<file path="src/rtl/tgdc_pkg.sv">
// tgdc_pkg: shared types, constants and helpers for the goal distance cost block.
// No dependencies; imported by every module of the block.
package tgdc_pkg;

    localparam int MAX_POINTS_DEF = 64;
    localparam int ROOT_STEPS     = 33;   // 2-bit digits of a 66-bit radicand
    localparam int SUM_W          = 40;
    localparam int W_W            = 48;   // weighted value and power result
    localparam int QUEUE_DEPTH    = 4;

    localparam logic [47:0] CAP48 = 48'hFFFF_FFFF_FFFF;

    typedef enum logic [2:0] {
        REG_ENABLE   = 3'd0,
        REG_EXPONENT = 3'd1,
        REG_WEIGHT   = 3'd2,
        REG_THRESH   = 3'd3,
        REG_GOAL_X   = 3'd4,
        REG_GOAL_Y   = 3'd5,
        REG_ROBOT_X  = 3'd6,
        REG_ROBOT_Y  = 3'd7
    } t_reg_idx;

    typedef struct packed {
        logic signed [31:0] point_x;
        logic signed [31:0] point_y;
        logic               last_point;
    } t_point_req;

    typedef struct packed {
        logic [47:0] cost_add;
        logic        applied;
    } t_cost_res;

    typedef struct packed {
        logic               enable;
        logic [2:0]         cost_exponent;
        logic [15:0]        weight_q8;
        logic [31:0]        near_threshold;
        logic signed [31:0] goal_x;
        logic signed [31:0] goal_y;
        logic signed [31:0] robot_x;
        logic signed [31:0] robot_y;
    } t_cfg;

    typedef struct packed {
        logic       valid;
        t_point_req item;
    } t_queue_head;

    typedef struct packed {
        logic [7:0] count;   // points held in the running sum
        logic       busy;
    } t_back_status;

    typedef enum logic [3:0] {
        B_IDLE, B_SQX, B_SQY, B_SUM, B_ROOT, B_ACC, B_NMAG, B_THR,
        B_NEAR, B_DIV, B_WT, B_PINIT, B_POW, B_OUT
    } t_back_state;

    // |a - b| of two signed 32-bit values; always fits in 32 unsigned bits
    function automatic logic [31:0] abs_diff(logic signed [31:0] a, logic signed [31:0] b);
        logic signed [32:0] d;
        d = {a[31], a} - {b[31], b};
        return d[32] ? 32'(-d) : d[31:0];
    endfunction

endpackage

</file>
<file path="src/rtl/tgdc_front.sv">
// tgdc_front: accepts point requests and holds them in a short queue.
// Depends on tgdc_pkg.
module tgdc_front
    import tgdc_pkg::*;
(
    input  logic        i_clk,
    input  logic        i_rst_n,
    input  logic        i_in_valid,
    output logic        o_in_stall,
    input  t_point_req  i_in,
    output t_queue_head o_head,
    input  logic        i_pop,
    output logic [2:0]  o_level
);
    localparam int PtrW = $clog2(QUEUE_DEPTH);

    t_point_req r_mem [QUEUE_DEPTH];
    logic [PtrW-1:0] r_wp, r_rp;
    logic [PtrW:0]   r_level;
    logic push, pop;

    assign o_in_stall = (r_level == (PtrW+1)'(QUEUE_DEPTH));
    assign push = i_in_valid && !o_in_stall;
    assign pop  = i_pop && (r_level != '0);
    assign o_head.valid = (r_level != '0);
    assign o_head.item  = r_mem[r_rp];
    assign o_level = 3'(r_level);

    always_ff @(posedge i_clk) begin
        if (push) begin
            r_mem[r_wp] <= i_in;
        end
    end

    always_ff @(posedge i_clk) begin
        if (!i_rst_n) begin
            r_wp    <= '0;
            r_rp    <= '0;
            r_level <= '0;
        end else begin
            if (push) r_wp <= r_wp + 1'b1;
            if (pop)  r_rp <= r_rp + 1'b1;
            r_level <= r_level + (PtrW+1)'(push) - (PtrW+1)'(pop);
        end
    end
endmodule

</file>
<file path="config.mk">
export PLATFORM = sky130hd
export DESIGN_NAME = tgdc_front
export DESIGN_NICKNAME = d
export VERILOG_FILES = /design/src/rtl/tgdc_pkg.sv /design/src/rtl/tgdc_front.sv
export SDC_FILE = /design/constraint.sdc
export NUM_CORES = 1
export LEC_CHECK = 0
export ABC_AREA = 1
export BUFFER_PORTS_ARGS = -buffer_cell sky130_fd_sc_hd__buf_2
export CORE_MARGIN = 10
export CORE_UTILIZATION = 40
export CTS_CLUSTER_DIAMETER = 30
export CTS_CLUSTER_SIZE = 28
export DETAILED_ROUTE_END_ITERATION = 7
export SETUP_SLACK_MARGIN = 0.3
export SYNTH_ARGS = -nofsm -noshare
export SYNTH_HDL_FRONTEND = slang
export SYNTH_SLANG_ARGS = --single-unit
</file>
<file path="constraint.sdc">
create_clock -name i_clk -period 4.7 [get_ports i_clk]
set_input_delay 0.94 -clock i_clk [delete_from_list [all_inputs] [get_ports i_clk]]
set_output_delay 0.94 -clock i_clk [all_outputs]
set_load 0.005 [all_outputs]
</file>
==> impl_metrics.py <==
metrics = {
    "outcome": {
        "status": "complete, no violations",
    },
    "global_routing": {
        "grt_max_degree": 81,
        "grt_util_all_layers_pct": 13.44,
        "grt_pass1_wl_um": 35510,
        "grt_overflow": 0,
        "antenna_found_initial": 4,
        "grt_pass1_vias": 6519,
    },
    "routing": {
        "avgRoutedWirePerCell_um": 18.46,
        "drtIter0Drc": 330,
        "vias": 6243,
        "drc_errors": 0,
        "wl_met3_um": 1316,
        "highest_layer": "met5",
        "routed_wl_um": 22910,
        "wl_met2_um": 11650,
        "dr.pass1.iters": 4,
        "viasPerCell": 5.031,
        "drtAntennaViolNets": 0,
        "met1Wirelength_um": 9399,
    },
    "clock_tree": {
        "max-clock-path-buffers": 3,
        "ctsResizeCount": 0,
        "cts_root_buf": "clkbuf_16",
        "cts_buffers": 54,
        "htreeDepth": 2,
        "clk_latency_ns": 0.53,
        "clk_pin_slew_ns": 0.05,
        "ctsHoldBuffers": 0,
        "cts_setup_buffers": 0,
        "cts_sinks": 269,
        "cts_tree": "done",
    },
    "power_and_ir_drop": {
        "power_w": 0.008179,
        "p_per_area_nw_per_um2": 617.3,
        "p_leak_nw": 4.725,
        "ir_drop_mv": 0.3582,
    },
    "final_layout": {
        "final_cells": 1241,
        "utilization_pct": 51.28,
        "fin_area_um2": 13250,
        "fin_nets": 936,
        "syn_to_final_growth_pct": 27.00,
        "drive_above_1_share_pct": 32.34,
        "nFillCells": 2215,
    },
    "die": {
        "die_y_um": 181.5,
        "dieWidth_um": 181.5,
        "die_area_um2": 32940,
        "core_area_um2": 25840,
        "pin_count": 139,
        "start_util_pct": 40.38,
        "floorplan.rows": 59,
    },
    "synthesis": {
        "ys_ff_latch": 269,
        "synth_nets": 771,
        "synth_area_um2": 10430,
        "ys_seq_area_share_pct": 76.57,
        "ys_warn_count": 0,
        "syn_area_per_cell_um2": 15.01,
        "synthCells": 695,
        "synth_cell_types": 23,
    },
    "placed_design": {
        "numPortBuffers": 138,
        "place_hpwl_um": 12930,
        "globalplace.congestion": 0.7060,
        "placed_cells": 1139,
        "place_area_um2": 11420,
    },
    "timing": {
        "worst_pin_slew_ns": 0.9314,
        "slew_violations": 0,
        "fin_tns_setup_ns": 0,
        "min_period_ns": 3.735,
        "relSlewSlack_pct": 37.82,
        "max_freq_ghz": 0.2677,
        "final-hold-violation-count": 0,
        "finalCritPeriodShare_pct": 79.47,
        "fin_worst_skew_ns": 0.01296,
        "rsz0062_at_grt": "no",
        "setup_violations": 0,
    },
    "run": {
        "drv_cap": 0,
    },
    "critical_path": {
        "worst-path-buf-inv": 3,
        "cp_top_family": "buffers and inverters",
        "critPathLaunchType": "register",
        "max_stage_delay_ns": 0.60,
        "crit_path_max_fanout": 79,
        "worstPathArrival_ns": 2.80,
        "critPathKind": "register to output pin",
        "crit_path_end_kind": "output pin",
        "crit_path_cell_trace": "inv_6 -> buf_4 -> o21ai_0 -> o22ai_2 -> buf_2",
        "required_ns": 3.76,
        "crit_slowest_cell": "inv_6",
    },
    "worst_hold_path": {
        "hold_class": "register to register",
    },
}
==> final timing paths <==
check                                start  cells past startpoint  slack [ns]            to
worst min register to register     r_rp[0]                      2        0.49      register
worst max-delay path              register                      5        0.96    o_head[19]
worst max register to register  o_level[1]                      5        2.26  r_mem[0][35]
worst min-delay path               r_rp[0]                      2        0.49      register
==> worst reg2reg max path, delay by kind of cell (launching register included) <==
| kind | cells | cell delay, ns |
|---|---|---|
| and+or+nand+nor | 4 | 1.11 |
| buffers and inverters | 1 | 0.53 |
| DFF | 1 | 0.42 |
==> power breakdown <==
group	total (W)	internal [W]	switching (W)
logic	0.00140	0.000505	0.000899
clock network	0.00374	0.00252	0.00122
registers	0.00304	0.00293	0.000106
total	0.00818	0.00596	0.00222
==> layer usage <==
| metal | up-vias | global-route usage (%) |
|---|---|---|
| met5 | - | 0 |
| met3 | 46 | 3.738 |
| met1 | 3067 | 15.41 |
| li1 | 2965 | - |
| met4 | 4 | 5.304 |
| met2 | 161 | 23.31 |
==> area by class of cell <==
class	instances	area, um^2	share of cell area, %
clock inverter	39	426.7	3.220
tap	335	419.2	3.164
timing repair buffer	151	825.8	6.233
clock buffer	60	1395	10.53
inverter	17	68.82	0.5194
sequential	269	7993	60.33
antenna	3	7.507	0.05666
multi-input combinational	367	2113	15.95
==> cell usage after synthesis <==
master      n  share of area (%)
edfxtp_1  260                 75
nor2_1    122                4.4
o21ai_0    91                4.4
o22ai_1    45                2.7
o21ai_1    35                1.7
nor2_4     20                2.2
o22ai_2    20                2.4
clkbuf_1   17               0.61
inv_1      15               0.54
nand2_1    13               0.47
buf_2      12               0.58
buf_6       9               0.97
dfxtp_1     9                1.7
ha_1        6               0.72
o21ai_2     5               0.42
a21oi_1     4               0.19
buf_12      3               0.58
nand3_1     3               0.14
a21boi_0    2               0.14
buf_4       1              0.072
fa_1        1               0.19
inv_2       1              0.036
inv_6       1              0.084
==> logic make-up after synthesis <==
family | synth area share [%]
compound gates | 11.90
fa+ha+maj | 0.9115
simple gates | 7.160
buf+inv | 3.466
flops | 76.57
==> per-stage QoR <==
step,setup slack [ns],hold WS [ns]
floorplan,0.4358,0.4481
global placement,1.578,0.4688
detailed placement,1.533,0.4788
CTS,0.8920,0.4882
global route,0.7636,0.5383
finish,0.9649,0.4858
==> placed cells by master (no fill, tap or decap), types with 2 or more instances in the layout <==
cell,Yosys,layout
edfxtp_1,260,260
buf_2,12,138
nor2_1,122,118
o21ai_0,91,91
clkbuf_16,0,55
o22ai_1,45,45
o21ai_1,35,35
nor2_4,20,24
o22ai_2,20,20
inv_1,15,15
nand2_1,13,13
buf_4,1,10
inv_6,1,8
bufinv_16,0,7
clkinv_2,0,7
dfxtp_1,9,7
ha_1,6,6
clkinv_1,0,6
clkinvlp_4,0,6
clkinv_4,0,6
o21ai_2,5,5
clkbuf_1,17,5
a21oi_1,4,4
diode_2,0,3
nand3_1,3,3
buf_12,3,3
a21boi_0,2,2
==> registers in the layout, indices dropped and copies added, names as in the netlist, named ones only <==
| register | cells |
|---|---|
| r_rp | 2 |
| r_mem | 260 |
| o_level | 3 |
| r_wp | 2 |
No activity file was read; power rests on OpenSTA's default activity.
